<file path="src/ddrh_pkg.sv">
// Shared types and constants for the distance drive ramp and heading hold block.
package ddrh_pkg;

  // Item kinds carried on the input tuser bit
  typedef enum logic {
    OP_START = 1'b0,
    OP_TICK  = 1'b1
  } ddrh_op_t;

  // Functions of the shared shift-add/subtract unit
  typedef enum logic {
    FN_MUL = 1'b0,
    FN_DIV = 1'b1
  } ddrh_fn_t;

  // Request from the sequencer to the shared unit
  typedef struct packed {
    logic     start;
    ddrh_fn_t fn;
  } ddrh_req_t;

  // Configuration register indexes
  localparam int CFG_IDX_W = 3;
  localparam logic [CFG_IDX_W-1:0] REG_TARGET    = 3'd0;
  localparam logic [CFG_IDX_W-1:0] REG_RAMP_DIST = 3'd1;
  localparam logic [CFG_IDX_W-1:0] REG_RAMP_GAIN = 3'd2;
  localparam logic [CFG_IDX_W-1:0] REG_MIN_SPEED = 3'd3;
  localparam logic [CFG_IDX_W-1:0] REG_MAX_SPEED = 3'd4;
  localparam logic [CFG_IDX_W-1:0] REG_STEP      = 3'd5;
  localparam logic [CFG_IDX_W-1:0] REG_HEAD_GAIN = 3'd6;

  // Field widths
  localparam int DIST_W  = 31;
  localparam int SPD_W   = 17;
  localparam int GAIN_W  = 16;
  localparam int CFG_W   = 31;
  localparam int SPEED_W = 19;

  // Full scale drive command
  localparam int DRIVE_FULL = 65536;

endpackage

</file>
<file path="src/ddrh_shift_unit.sv">
// Shared serial unit: shift-add multiply and restoring divide on one adder.
module ddrh_shift_unit #(
  parameter int AW = 34,
  parameter int BW = 17,
  parameter int QW = 33
) (
  input  logic                    clk,
  input  logic                    rst_n,
  input  ddrh_pkg::ddrh_req_t     req,
  input  logic [AW-1:0]           mul_a,   // signed multiplicand
  input  logic [BW-1:0]           mul_b,   // unsigned multiplier, left aligned
  input  logic [$clog2(BW+1)-1:0] mul_n,   // multiplier bits to process
  input  logic [QW-1:0]           den,     // divisor, positive
  output logic [AW+BW-1:0]        prod,
  output logic [QW-1:0]           quo,
  output logic                    done
);
  import ddrh_pkg::*;

  localparam int PW = AW + BW;
  localparam int DW = QW + SPD_W;
  localparam int NW = $clog2(((BW > QW) ? BW : QW) + 1);

  logic           busy_r, busy_nxt;
  logic           done_r, done_nxt;
  ddrh_fn_t       fn_r, fn_nxt;
  logic [NW-1:0]  cnt_r, cnt_nxt;
  logic [AW-1:0]  a_r, a_nxt;
  logic [BW-1:0]  b_r, b_nxt;
  logic [PW-1:0]  acc_r, acc_nxt;
  logic [QW-1:0]  rem_r, rem_nxt;
  logic [QW-1:0]  quo_r, quo_nxt;

  logic [PW-1:0]  a_ext;
  logic [QW:0]    rem2;
  logic [PW-1:0]  op_x;
  logic [PW-1:0]  op_y;
  logic [PW-1:0]  sum;
  logic           fits;

  // One adder: acc*2, plus a when the multiplier bit is set, for multiply; partial remainder - divisor for divide
  assign a_ext = {{BW{a_r[AW-1]}}, a_r};
  assign rem2  = {rem_r, quo_r[QW-1]};
  assign op_x  = (fn_r == FN_DIV) ? {{(PW-QW-1){1'b0}}, rem2} : {acc_r[PW-2:0], 1'b0};
  assign op_y  = (fn_r == FN_DIV) ? ~a_ext : (b_r[BW-1] ? a_ext : '0);
  assign sum   = op_x + op_y + {{(PW-1){1'b0}}, (fn_r == FN_DIV)};
  assign fits  = ~sum[PW-1];

  // Load on request, then step one bit a cycle
  always_comb begin
    busy_nxt = busy_r;
    done_nxt = 1'b0;
    fn_nxt   = fn_r;
    cnt_nxt  = cnt_r;
    a_nxt    = a_r;
    b_nxt    = b_r;
    acc_nxt  = acc_r;
    rem_nxt  = rem_r;
    quo_nxt  = quo_r;
    if (req.start) begin
      busy_nxt = 1'b1;
      fn_nxt   = req.fn;
      if (req.fn == FN_DIV) begin
        a_nxt   = {{(AW-QW){1'b0}}, den};
        rem_nxt = {{(QW-SPD_W){1'b0}}, acc_r[DW-1:QW]};
        quo_nxt = acc_r[QW-1:0];
        cnt_nxt = NW'(QW);
      end else begin
        a_nxt   = mul_a;
        b_nxt   = mul_b;
        acc_nxt = '0;
        cnt_nxt = NW'(mul_n);
      end
    end else if (busy_r) begin
      if (fn_r == FN_DIV) begin
        rem_nxt = fits ? sum[QW-1:0] : rem2[QW-1:0];
        quo_nxt = {quo_r[QW-2:0], fits};
      end else begin
        acc_nxt = sum;
        b_nxt   = {b_r[BW-2:0], 1'b0};
      end
      cnt_nxt = cnt_r - NW'(1);
      if (cnt_r == NW'(1)) begin
        busy_nxt = 1'b0;
        done_nxt = 1'b1;
      end
    end
  end

  // Control state
  always_ff @(posedge clk) begin
    if (!rst_n) begin
      busy_r <= 1'b0;
      done_r <= 1'b0;
    end else begin
      busy_r <= busy_nxt;
      done_r <= done_nxt;
    end
  end

  // Datapath registers
  always_ff @(posedge clk) begin
    fn_r  <= fn_nxt;
    cnt_r <= cnt_nxt;
    a_r   <= a_nxt;
    b_r   <= b_nxt;
    acc_r <= acc_nxt;
    rem_r <= rem_nxt;
    quo_r <= quo_nxt;
  end

  assign prod = acc_r;
  assign quo  = quo_r;
  assign done = done_r;

endmodule

</file>
<file path="src/distance_drive_ramp_heading_hold_unit.sv">
// Top level: distance drive with trapezoidal speed ramp and heading hold.
//
// A start item (tuser 0) takes the encoder sum as distance zero and the
// heading as the heading to hold, clears the speed and answers with zero
// drives. A tick item (tuser 1) measures the distance, ramps the speed up,
// slows it inside the ramp-down distance, adds the heading correction to the
// left drive and takes it from the right, caps a side above the maximum speed
// by scaling the other side, and answers with both drives saturated to full
// scale. Every item gives exactly one result. All products and quotients go
// through one shared serial unit that handles one multiplier or quotient bit
// per cycle, so the input is not ready while an item is in work. A tick
// runs an extra multiply when the ramp-down applies, and each capped side
// adds a scaling multiply and divide. A result waits in the output register
// until it is taken, and the next item may enter meanwhile.
module distance_drive_ramp_heading_hold_unit #(
  parameter int FRAC_BITS = 16
) (
  input  logic                           clk,
  input  logic                           rst_n,
  // Input stream
  input  logic                           in_tvalid,
  output logic                           in_tready,
  input  logic [95:0]                    in_tdata,  // left_rotations, right_rotations, heading
  input  logic [0:0]                     in_tuser,  // operation
  // Result stream
  output logic                           out_tvalid,
  input  logic                           out_tready,
  output logic [71:0]                    out_tdata, // left_drive, right_drive,
                                                    // heading_error, finished, zero fill
  // Configuration writes
  input  logic                           cfg_valid,
  output logic                           cfg_ready,
  input  logic [ddrh_pkg::CFG_IDX_W-1:0] cfg_index,
  input  logic [ddrh_pkg::CFG_W-1:0]     cfg_data
);
  import ddrh_pkg::*;

  // Distance scale pi * 0.1524 / 2 in Q.FRAC_BITS, rounded
  localparam longint KVAL = (64'd2393893104 * (64'd1 << FRAC_BITS) + 64'd5000000000)
                            / 64'd10000000000;
  localparam int KW  = $clog2(KVAL + 1);
  localparam int LRW = 49 - FRAC_BITS;
  localparam int AW  = (LRW + 1 > 34) ? LRW + 1 : 34;
  localparam int BW  = (KW > SPD_W) ? KW : SPD_W;
  localparam int PW  = AW + BW;
  localparam int SHW = PW + 1 - FRAC_BITS;
  localparam int SPW = PW - FRAC_BITS + 1;
  localparam int MCW = $clog2(BW + 1);
  localparam logic [PW:0] RND = (PW+1)'(1) << (FRAC_BITS - 1);

  typedef enum logic [3:0] {
    S_IDLE,
    S_DIST,
    S_RAMP,
    S_DROP,
    S_COMP,
    S_CAPL,
    S_CAPL_MUL,
    S_CAPL_DIV,
    S_CAPR,
    S_CAPR_MUL,
    S_CAPR_DIV,
    S_RESULT
  } state_t;

  // Configuration registers
  logic [DIST_W-1:0] tgt_r;
  logic [DIST_W-1:0] rdd_r;
  logic [GAIN_W-1:0] rdg_r;
  logic [SPD_W-1:0]  min_r;
  logic [SPD_W-1:0]  max_r;
  logic [SPD_W-1:0]  step_r;
  logic [GAIN_W-1:0] hg_r;

  // Sequencer and block state
  state_t                   state_r, state_nxt;
  logic                     launched_r, launched_nxt;
  logic signed [32:0]       origin_r, origin_nxt;
  logic signed [31:0]       start_head_r, start_head_nxt;
  logic signed [SPEED_W-1:0] speed_r, speed_nxt;
  logic signed [31:0]       dist_r, dist_nxt;

  // Working registers
  logic signed [32:0]       sum_r, sum_nxt;
  logic signed [31:0]       head_r, head_nxt;
  logic signed [31:0]       err_r, err_nxt;
  logic [31:0]              ovs_r, ovs_nxt;
  logic signed [LRW-1:0]    left_r, left_nxt;
  logic signed [LRW-1:0]    right_r, right_nxt;

  // Output register
  logic                     out_valid_r, out_valid_nxt;
  logic [17:0]              out_left_r, out_left_nxt;
  logic [17:0]              out_right_r, out_right_nxt;
  logic [31:0]              out_err_r, out_err_nxt;
  logic                     out_fin_r, out_fin_nxt;

  // Shared unit
  ddrh_req_t                req;
  logic [AW-1:0]            mul_a;
  logic [BW-1:0]            mul_b;
  logic [MCW-1:0]           mul_n;
  logic [LRW-1:0]           den;
  logic [PW-1:0]            prod;
  logic [LRW-1:0]           quo;
  logic                     done;

  // Datapath helpers
  logic signed [32:0]       in_sum;
  logic signed [33:0]       diff;
  logic [PW:0]              rnd_w;
  logic [SHW-1:0]           dist_wide;
  logic [SHW-32:0]          dist_top;
  logic signed [31:0]       dist_sat;
  logic signed [32:0]       head_diff;
  logic signed [31:0]       err_sat;
  logic signed [33:0]       rem_dist;
  logic signed [33:0]       rdd_ext;
  logic signed [33:0]       ovs_w;
  logic                     ramp;
  logic signed [SPW-1:0]    sp_drop;
  logic signed [SPW-1:0]    min_wide;
  logic signed [19:0]       spd_ext;
  logic signed [19:0]       min_ext;
  logic signed [19:0]       max_ext;
  logic signed [19:0]       spd_step;
  logic signed [LRW-1:0]    comp;
  logic signed [LRW-1:0]    spd_lr;
  logic signed [LRW-1:0]    max_lr;
  logic signed [LRW-1:0]    mag_src;
  logic [LRW-1:0]           mag;
  logic [LRW-1:0]           q_signed;
  logic signed [LRW-1:0]    full_pos;
  logic signed [LRW-1:0]    full_neg;
  logic [17:0]              left_clamp;
  logic [17:0]              right_clamp;
  logic                     fin_now;
  logic                     in_accept;
  logic                     out_free;

  assign in_tready = (state_r == S_IDLE);
  assign in_accept = in_tvalid && in_tready;
  assign cfg_ready = 1'b1;
  assign out_free  = !out_valid_r || out_tready;

  // Encoder sum and distance from the last product
  assign in_sum    = {in_tdata[31], in_tdata[31:0]} + {in_tdata[63], in_tdata[63:32]};
  assign diff      = {sum_r[32], sum_r} - {origin_r[32], origin_r};
  assign rnd_w     = {prod[PW-1], prod} + RND;
  assign dist_wide = rnd_w[PW:FRAC_BITS];
  assign dist_top  = dist_wide[SHW-1:31];
  assign dist_sat  = (&dist_top || ~|dist_top) ? dist_wide[31:0] :
                     (dist_wide[SHW-1] ? 32'sh8000_0000 : 32'sh7fff_ffff);

  // Heading error, saturated
  assign head_diff = {head_r[31], head_r} - {start_head_r[31], start_head_r};
  assign err_sat   = (head_diff[32] == head_diff[31]) ? head_diff[31:0] :
                     (head_diff[32] ? 32'sh8000_0000 : 32'sh7fff_ffff);

  // Remaining distance and overshoot into the ramp-down zone
  assign rem_dist = {3'b000, tgt_r} - {{2{dist_r[31]}}, dist_r};
  assign rdd_ext  = {3'b000, rdd_r};
  assign ramp     = rem_dist < rdd_ext;
  assign ovs_w    = rdd_ext - rem_dist;

  // Speed after the ramp-down drop, and the ramp-up path
  assign sp_drop  = {{(SPW-SPEED_W){speed_r[SPEED_W-1]}}, speed_r}
                    - {1'b0, prod[PW-1:FRAC_BITS]};
  assign min_wide = {{(SPW-SPD_W){1'b0}}, min_r};
  assign spd_ext  = {speed_r[SPEED_W-1], speed_r};
  assign min_ext  = {3'b000, min_r};
  assign max_ext  = {3'b000, max_r};
  assign spd_step = spd_ext + {3'b000, step_r};

  // Heading correction and side values
  assign comp   = prod[FRAC_BITS +: LRW];
  assign spd_lr = {{(LRW-SPEED_W){speed_r[SPEED_W-1]}}, speed_r};
  assign max_lr = {{(LRW-SPD_W){1'b0}}, max_r};

  // Magnitude of the side to scale, and the signed quotient
  assign mag_src  = (state_r == S_CAPL_MUL || state_r == S_CAPL_DIV) ? right_r : left_r;
  assign mag      = mag_src[LRW-1] ? (~mag_src + 1'b1) : mag_src;
  assign q_signed = mag_src[LRW-1] ? (~quo + 1'b1) : quo;

  // Output saturation
  assign full_pos    = LRW'(DRIVE_FULL);
  assign full_neg    = -full_pos;
  assign left_clamp  = (left_r > full_pos) ? full_pos[17:0] :
                       ((left_r < full_neg) ? full_neg[17:0] : left_r[17:0]);
  assign right_clamp = (right_r > full_pos) ? full_pos[17:0] :
                       ((right_r < full_neg) ? full_neg[17:0] : right_r[17:0]);
  assign fin_now     = $signed({dist_r[31], dist_r}) >= $signed({2'b00, tgt_r});

  // Shared unit operands per step
  always_comb begin
    req.start = 1'b0;
    req.fn    = FN_MUL;
    mul_a     = '0;
    mul_b     = '0;
    mul_n     = '0;
    den       = '0;
    case (state_r)
      S_DIST: begin
        req.start = !launched_r;
        mul_a     = {{(AW-34){diff[33]}}, diff};
        mul_b     = BW'(KVAL) << (BW - KW);
        mul_n     = MCW'(KW);
      end
      S_DROP: begin
        req.start = !launched_r;
        mul_a     = {{(AW-32){1'b0}}, ovs_r};
        mul_b     = BW'(rdg_r) << (BW - GAIN_W);
        mul_n     = MCW'(GAIN_W);
      end
      S_COMP: begin
        req.start = !launched_r;
        mul_a     = {{(AW-32){err_r[31]}}, err_r};
        mul_b     = BW'(hg_r) << (BW - GAIN_W);
        mul_n     = MCW'(GAIN_W);
      end
      S_CAPL_MUL, S_CAPR_MUL: begin
        req.start = !launched_r;
        mul_a     = {{(AW-LRW){1'b0}}, mag};
        mul_b     = BW'(max_r) << (BW - SPD_W);
        mul_n     = MCW'(SPD_W);
      end
      S_CAPL_DIV: begin
        req.start = !launched_r;
        req.fn    = FN_DIV;
        den       = left_r;
      end
      S_CAPR_DIV: begin
        req.start = !launched_r;
        req.fn    = FN_DIV;
        den       = right_r;
      end
      default: begin
        req.start = 1'b0;
      end
    endcase
  end

  // Sequencer
  always_comb begin
    state_nxt      = state_r;
    launched_nxt   = launched_r;
    origin_nxt     = origin_r;
    start_head_nxt = start_head_r;
    speed_nxt      = speed_r;
    dist_nxt       = dist_r;
    sum_nxt        = sum_r;
    head_nxt       = head_r;
    err_nxt        = err_r;
    ovs_nxt        = ovs_r;
    left_nxt       = left_r;
    right_nxt      = right_r;
    out_valid_nxt  = out_valid_r;
    out_left_nxt   = out_left_r;
    out_right_nxt  = out_right_r;
    out_err_nxt    = out_err_r;
    out_fin_nxt    = out_fin_r;

    // Drop the result once it is transferred
    if (out_valid_r && out_tready) begin
      out_valid_nxt = 1'b0;
    end

    // Track an outstanding unit operation
    if (req.start) begin
      launched_nxt = 1'b1;
    end else if (done) begin
      launched_nxt = 1'b0;
    end

    case (state_r)
      S_IDLE: begin
        if (in_accept) begin
          if (in_tuser[0] == OP_START) begin
            origin_nxt     = in_sum;
            start_head_nxt = in_tdata[95:64];
            speed_nxt      = '0;
            dist_nxt       = '0;
            err_nxt        = '0;
            left_nxt       = '0;
            right_nxt      = '0;
            state_nxt      = S_RESULT;
          end else begin
            sum_nxt   = in_sum;
            head_nxt  = in_tdata[95:64];
            state_nxt = S_DIST;
          end
        end
      end
      S_DIST: begin
        if (done) begin
          dist_nxt  = dist_sat;
          err_nxt   = err_sat;
          state_nxt = S_RAMP;
        end
      end
      S_RAMP: begin
        ovs_nxt = ovs_w[31:0];
        if (ramp) begin
          state_nxt = S_DROP;
        end else begin
          if (spd_ext < min_ext) begin
            speed_nxt = SPEED_W'(min_r);
          end else if (spd_ext < max_ext) begin
            speed_nxt = spd_step[SPEED_W-1:0];
          end else begin
            speed_nxt = SPEED_W'(max_r);
          end
          state_nxt = S_COMP;
        end
      end
      S_DROP: begin
        if (done) begin
          speed_nxt = (sp_drop < min_wide) ? SPEED_W'(min_r) : sp_drop[SPEED_W-1:0];
          state_nxt = S_COMP;
        end
      end
      S_COMP: begin
        if (done) begin
          left_nxt  = spd_lr + comp;
          right_nxt = spd_lr - comp;
          state_nxt = S_CAPL;
        end
      end
      S_CAPL: begin
        state_nxt = (left_r > max_lr) ? S_CAPL_MUL : S_CAPR;
      end
      S_CAPL_MUL: begin
        if (done) begin
          state_nxt = S_CAPL_DIV;
        end
      end
      S_CAPL_DIV: begin
        if (done) begin
          right_nxt = q_signed;
          left_nxt  = max_lr;
          state_nxt = S_CAPR;
        end
      end
      S_CAPR: begin
        state_nxt = (right_r > max_lr) ? S_CAPR_MUL : S_RESULT;
      end
      S_CAPR_MUL: begin
        if (done) begin
          state_nxt = S_CAPR_DIV;
        end
      end
      S_CAPR_DIV: begin
        if (done) begin
          left_nxt  = q_signed;
          right_nxt = max_lr;
          state_nxt = S_RESULT;
        end
      end
      S_RESULT: begin
        // Hold until the output register is free
        if (out_free) begin
          out_valid_nxt = 1'b1;
          out_left_nxt  = left_clamp;
          out_right_nxt = right_clamp;
          out_err_nxt   = err_r;
          out_fin_nxt   = fin_now;
          state_nxt     = S_IDLE;
        end
      end
      default: begin
        state_nxt = S_IDLE;
      end
    endcase
  end

  // Control and block state
  always_ff @(posedge clk) begin
    if (!rst_n) begin
      state_r      <= S_IDLE;
      launched_r   <= 1'b0;
      out_valid_r  <= 1'b0;
      origin_r     <= '0;
      start_head_r <= '0;
      speed_r      <= '0;
      dist_r       <= '0;
    end else begin
      state_r      <= state_nxt;
      launched_r   <= launched_nxt;
      out_valid_r  <= out_valid_nxt;
      origin_r     <= origin_nxt;
      start_head_r <= start_head_nxt;
      speed_r      <= speed_nxt;
      dist_r       <= dist_nxt;
    end
  end

  // Working and output payload registers
  always_ff @(posedge clk) begin
    sum_r       <= sum_nxt;
    head_r      <= head_nxt;
    err_r       <= err_nxt;
    ovs_r       <= ovs_nxt;
    left_r      <= left_nxt;
    right_r     <= right_nxt;
    out_left_r  <= out_left_nxt;
    out_right_r <= out_right_nxt;
    out_err_r   <= out_err_nxt;
    out_fin_r   <= out_fin_nxt;
  end

  // Configuration writes; unknown indexes are ignored
  always_ff @(posedge clk) begin
    if (!rst_n) begin
      tgt_r  <= '0;
      rdd_r  <= DIST_W'(65536);
      rdg_r  <= '0;
      min_r  <= '0;
      max_r  <= SPD_W'(65536);
      step_r <= '0;
      hg_r   <= '0;
    end else if (cfg_valid && cfg_ready) begin
      case (cfg_index)
        REG_TARGET:    tgt_r  <= cfg_data[DIST_W-1:0];
        REG_RAMP_DIST: rdd_r  <= cfg_data[DIST_W-1:0];
        REG_RAMP_GAIN: rdg_r  <= cfg_data[GAIN_W-1:0];
        REG_MIN_SPEED: min_r  <= cfg_data[SPD_W-1:0];
        REG_MAX_SPEED: max_r  <= cfg_data[SPD_W-1:0];
        REG_STEP:      step_r <= cfg_data[SPD_W-1:0];
        REG_HEAD_GAIN: hg_r   <= cfg_data[GAIN_W-1:0];
        default: begin
        end
      endcase
    end
  end

  ddrh_shift_unit #(
    .AW (AW),
    .BW (BW),
    .QW (LRW)
  ) u_unit (
    .clk   (clk),
    .rst_n (rst_n),
    .req   (req),
    .mul_a (mul_a),
    .mul_b (mul_b),
    .mul_n (mul_n),
    .den   (den),
    .prod  (prod),
    .quo   (quo),
    .done  (done)
  );

  assign out_tvalid = out_valid_r;
  assign out_tdata  = {3'b000, out_fin_r, out_err_r, out_right_r, out_left_r};

endmodule
</file>
<file path="config.mk">
export PLATFORM = sky130hd
export DESIGN_NAME = distance_drive_ramp_heading_hold_unit
export DESIGN_NICKNAME = d
export VERILOG_FILES = /design/src/ddrh_pkg.sv /design/src/ddrh_shift_unit.sv /design/src/distance_drive_ramp_heading_hold_unit.sv
export SDC_FILE = /design/constraint.sdc
export NUM_CORES = 2
export LEC_CHECK = 0
export ABC_AREA = 0
export CORE_MARGIN = 10
export CORE_UTILIZATION = 30
export DETAILED_ROUTE_END_ITERATION = 8
export DONT_BUFFER_PORTS = 1
export SYNTH_ARGS = -nofsm -noshare
export SYNTH_HDL_FRONTEND = slang
export SYNTH_SLANG_ARGS = --single-unit
</file>
<file path="constraint.sdc">
create_clock -name clk -period 20.3 [get_ports clk]
set_clock_uncertainty 0.1 [all_clocks]
set_input_delay 2.03 -clock clk [delete_from_list [all_inputs] [get_ports clk]]
set_output_delay 2.03 -clock clk [all_outputs]
set_load 0.005 [all_outputs]
</file>
-- Word-level counts from Yosys, hierarchy flattened
Cells that the tools add are included.
- register bits after elaboration: 708
- bits in latches: 0
- RAM bits: 0
- ROM bits: 0
- memories kept: 0
- add/sub/neg operators: 15
- $mul: 0
- divide/modulo/power cells: 0
- magnitude comparators: 11
- eq/ne operators: 33
- shifts and indexed selects: 0
- multiplexer cells: 84
- bitwise logic cells: 7
- reductions and logical operators: 41
- operator list (cell ; count):
    two-way mux 33 bit ; 19
    two-way mux 51 bit ; 7
    case mux 33 bit (4 select lines) ; 2
    two-way mux 32 bit ; 8
    case mux 34 bit (4 select lines) ; 1
    two-way mux 19 bit ; 7
    case mux 32 bit (2 select lines) ; 2
    two-way mux 17 bit ; 4
    case mux 17 bit (4 select lines) ; 1
    adder 33 x 1 -> 33 bit (second input constant) ; 2
    greater-than comparator 33 x 18 -> 1 bit ; 2
    greater-than comparator 33 x 18 -> 1 bit (second input constant) ; 2
    < comparator 33 x 17 -> 1 bit (second input constant) ; 2
    NOT 33 bit ; 2
    case mux 33 bit (2 select lines) ; 1
    subtractor 32 x 32 -> 33 bit ; 2
    case mux 19 bit (3 select lines) ; 1
    adder 51 x 17 -> 52 bit (second input constant) ; 1
    adder 51 x 1 -> 51 bit ; 1
    adder 51 bit ; 1
    NOT 51 bit ; 1
    case mux 4 bit (12 select lines) ; 1
    two-way mux 4 bit ; 11
    < comparator 19 x 18 -> 1 bit ; 2
    other kinds (47) ; 108

-- Depth between registers and ports, before layout
- depth after elaboration: 8
- gate-level depth with buffers: 32

-- Modules after synthesis
Synthesis repeated with hierarchy kept, for this count alone.
- cells, all modules: 5491
- area total of the unflattened synthesis: 49902.9 sq um
- modules (own cells, without submodules) (module ; instances ; cells each ; area an instance (sq um) ; seq. area each (sq um)):
    distance_drive_ramp_heading_hold_unit ; 1 ; 4452 ; 38634.6 ; 13272.7
    ddrh_shift_unit ; 1 ; 1039 ; 11268.3 ; 5295.1

-- Least setup slack after synthesis
No wires, ideal clock.
- kind: input port to flip-flop
- start point: input out_tready
- end point: register out_err_r[0], enable pin
- setup time: 0.581 ns
- arrival: 6.765 ns
- required time: 19.619 ns
- setup slack: 12.855 ns
- stages on the path: 2
- cells stage by stage: nor2b_1 > nor3_1
- longest elaborated chain between the ends: 2
- ends and longest elaborated chain (element ; RTL line ; RTL):
    start: declaration ; distance_drive_ramp_heading_hold_unit.sv:27 ; input logic out_tready,
    logical OR 1 bit ; distance_drive_ramp_heading_hold_unit.sv:144 ; assign out_free = !out_valid_r || out_tready;
    AND reduction 2 bit (no line) ; -- ;
    end signal: assignment ; distance_drive_ramp_heading_hold_unit.sv:407 ; out_err_r <= out_err_nxt;
    end: declaration ; distance_drive_ramp_heading_hold_unit.sv:95 ; logic [31:0] out_err_r, out_err_nxt;
No other way between the ends.
A chain may end at the register's enable or synchronous reset.

-- Worst setup path after layout
- start point: register tgt_r[0]
- end point: register speed_r[0]
- longest elaborated chain between the ends: 4
- ends and longest elaborated chain (element ; RTL line ; RTL):
    start: declaration ; distance_drive_ramp_heading_hold_unit.sv:67 ; logic [DIST_W-1:0] tgt_r;
    start signal: assignment ; distance_drive_ramp_heading_hold_unit.sv:423 ; REG_TARGET: tgt_r <= cfg_data[DIST_W-1:0];
    subtractor 32 x 32 -> 33 bit ; distance_drive_ramp_heading_hold_unit.sv:161 ; assign rem_dist = {3'b000, tgt_r} - {{2{dist_r[31]}}, dist_r};
    < comparator 33 x 32 -> 1 bit ; distance_drive_ramp_heading_hold_unit.sv:163 ; assign ramp = rem_dist < rdd_ext;
    inequality test 2 bit (no line) ; -- ;
    AND reduction 5 bit (no line) ; -- ;
    end signal: assignment ; distance_drive_ramp_heading_hold_unit.sv:392 ; speed_r <= speed_nxt;
    end: declaration ; distance_drive_ramp_heading_hold_unit.sv:80 ; logic signed [SPEED_W-1:0] speed_r, speed_nxt;
No other way between the ends.

==> metrics.txt <==
status=complete, no violations; RSZ-0062 raised after global routing=no; top cells by area, synth=edfxtp_1 27%, dfxtp_1 11%, ha_1 11%, a21oi_1 6.2%, nand2_1 5.8%; CTS Root Cell=clkbuf_16; CTS tree=done; R2R setup slack=13.79 ns; min cycle time layout=6.51 ns; total wire length=181000 µm; post-synthesis cell count=5395; Die Width=420 µm; placed instance count=7276; WL per Instance=24.4 µm; Synth top area share=27.4%; routability cong.=1.02; CTS buffer count=79; Yosys Warn Count=0; Fin Hold WS=0.351 ns; synth cell count leaders=746 x nand2_1, 600 x a21oi_1, 439 x edfxtp_1; footprint of the multi-input gates=0.0273 mm²; worst-margin pin slew=1.45 ns; leakage power=0.0201 µW; DR vias/cell=5.50; power share of the clock group=17.3%; Max Freq=0.154 GHz; Worst EP required=20.81 ns; share of layout cells above drive strength 1=5.85%; # setup viols final=0; crit-path max cell delay=0.42 ns; Die H=420 µm; die area=0.177 mm²; largest net degree at the start of global routing=125; Crit Path Class=reg -> reg; Max-slew headroom=2.45%; area leader, netlist=edfxtp_1; fin nets=5841; worst skew pair latency=0.72 ns; initial core utilization=30.3%; Max VDD drop=0.0000901 V; Critical Path End Type=flop; first-pass GRT wire length=264000 µm; port bufs=0; Clock transition at path regs=0.06 ns; Seq pwr share=30.1%; Synth Cell Area=0.0481 mm²; Tcrit/Tclk final=32.1%; All-Layer GR Usage=19.8%; vias in the first global route=39200; Post-synth ARST share=0%; Max stage delay cell, worst path=fa_1; CORE AREA=0.159 mm²; row cnt=146; Num Clock Sinks=708; Setup Buffers After CTS=0; Pre-Repair DR Iteration Count=6; internal power=4540 µW; Post-Syn Area per Cell=8.91 µm²; Hold Vio Cnt, Final=0; Top FF cell, synth=edfxtp_1; critical path peak fanout=16; H-tree depth=3; CTS resizes=0; DPL Wire Length=140000 µm; drt initial violations=4071; gr ovfl total=0; worst path buffer plus inverter count=4; Critical Path AT=7.02 ns; DR DRC count=0; Synth Register Bits=708; number of synthesized flops with an enable pin=439; initial antenna violation count=6; sw frac=46.0%; Ports=211; Non-Filler Instances=7424; max cap viols=0; crit start category=flop; library cells used by synthesis=109; count leader, synth=nand2_1; maximum clock insertion buffer count=3; Min-Delay Startpoint=origin_r[14]; RR Startpoint=tgt_r[0]; Hold-fix buffers, CTS=0; Net Switching=3860 µW; Power Density=159 mW/mm²; Critical Path Start=tgt_r[0]; ANT nets after route=0; sequential area share after synthesis=38.6%; DR vias=40800; power consumption=8400 µW; Place WS=13.90 ns; Logic pwr share=52.7%; Register Area=0.0186 mm²; Max Slew Vio Count=0; worst setup margin=13.79 ns; fill count=16400; Area Overhead vs Synth=9.76%; Setup TNS=0 ns; Hold WC Path Type=reg -> reg; CP delay by family, top=compound AO/OA/AOI/OAI gates
sequential cells by signal (all words and copies together), names as in the netlist, 33 cells and up:
signal,cells
u_unit.rem_r,33
u_unit.prod,51
origin_r,33
right_r,33
u_unit.a_r,34
sum_r,33
left_r,33
u_unit.quo,33
cells by family after synthesis:
group | synth area share (%)
AOI/OAI and AO/OA | 21.4
xor gates and xnor gates | 6.30
adders and majority gates | 11.1
buffers and inverters | 4.81
DFF | 38.6
muxes | 2.34
other | 0.0156
and+or+nand+nor | 15.5
worst min-delay path, delay by kind of cell (launching register included):
kind / cells / cell delay [ns]
flip-flops: 1 / 0.31
AND/OR/NAND/NOR: 1 / 0.05
AO/OA/AOI/OAI: 1 / 0.05
metrics by stage:
step / cell area [µm²] / util, %
after floorplan: 48100 / -
after global placement: 50200 / 31.6
after detailed placement: 50200 / 31.6
after CTS: 52800 / 33.2
after global routing: 52800 / 33.2
final: 52800 / 33.2
power by group through the flow:
stage | sequential, µW | combinational (µW) | clock, µW
6_report | 2530 | 4420 | 1450
5_1_grt | 2540 | 4830 | 1530
4_1_cts | 2510 | 4380 | 1480
3_5_place_dp | 2530 | 4350 | 0
3_3_place_gp | 2530 | 4320 | 0
2_1_floorplan | 2290 | 3170 | 0
worst paths after layout:
kind,depth (start not counted),to
setup / recovery,32,speed_r[0]
hold / removal,2,origin_r[14]
setup reg to reg,32,speed_r[0]
hold reg to reg,2,origin_r[14]
layout make-up:
type | instances | share of cell area, %
well taps | 2072 | 4.91
multi-input cells | 4099 | 51.8
clock inverters | 37 | 0.668
flip-flops and latches | 708 | 35.2
repair buffers | 55 | 0.782
clock buffers | 110 | 4.20
diodes | 1 | 0.00474
inverters | 342 | 2.45
routing by layer:
| metal | vias up | GRT usage [%] | routed length (µm) |
|---|---|---|---|
| met4 | 8 | 11.5 | 11800 |
| li1 | 19200 | - | - |
| met5 | - | 0 | 43 |
| met2 | 1541 | 31.6 | 81400 |
| met3 | 353 | 4.48 | 14400 |
| met1 | 19700 | 24.5 | 73700 |
cell usage in the layout, fill, tap and decap left out, types with 114 or more instances in the layout:
| master | netlist | final |
|---|---|---|
| xor2_1 | 114 | 114 |
| nor2_1 | 312 | 308 |
| ha_1 | 410 | 410 |
| o21ai_0 | 258 | 258 |
| nand2_1 | 746 | 743 |
| inv_1 | 340 | 338 |
| a21o_1 | 158 | 158 |
| xnor2_1 | 229 | 229 |
| edfxtp_1 | 439 | 439 |
| a21oi_1 | 600 | 598 |
| dfxtp_1 | 269 | 269 |
(Power assumes the default switching activity.)
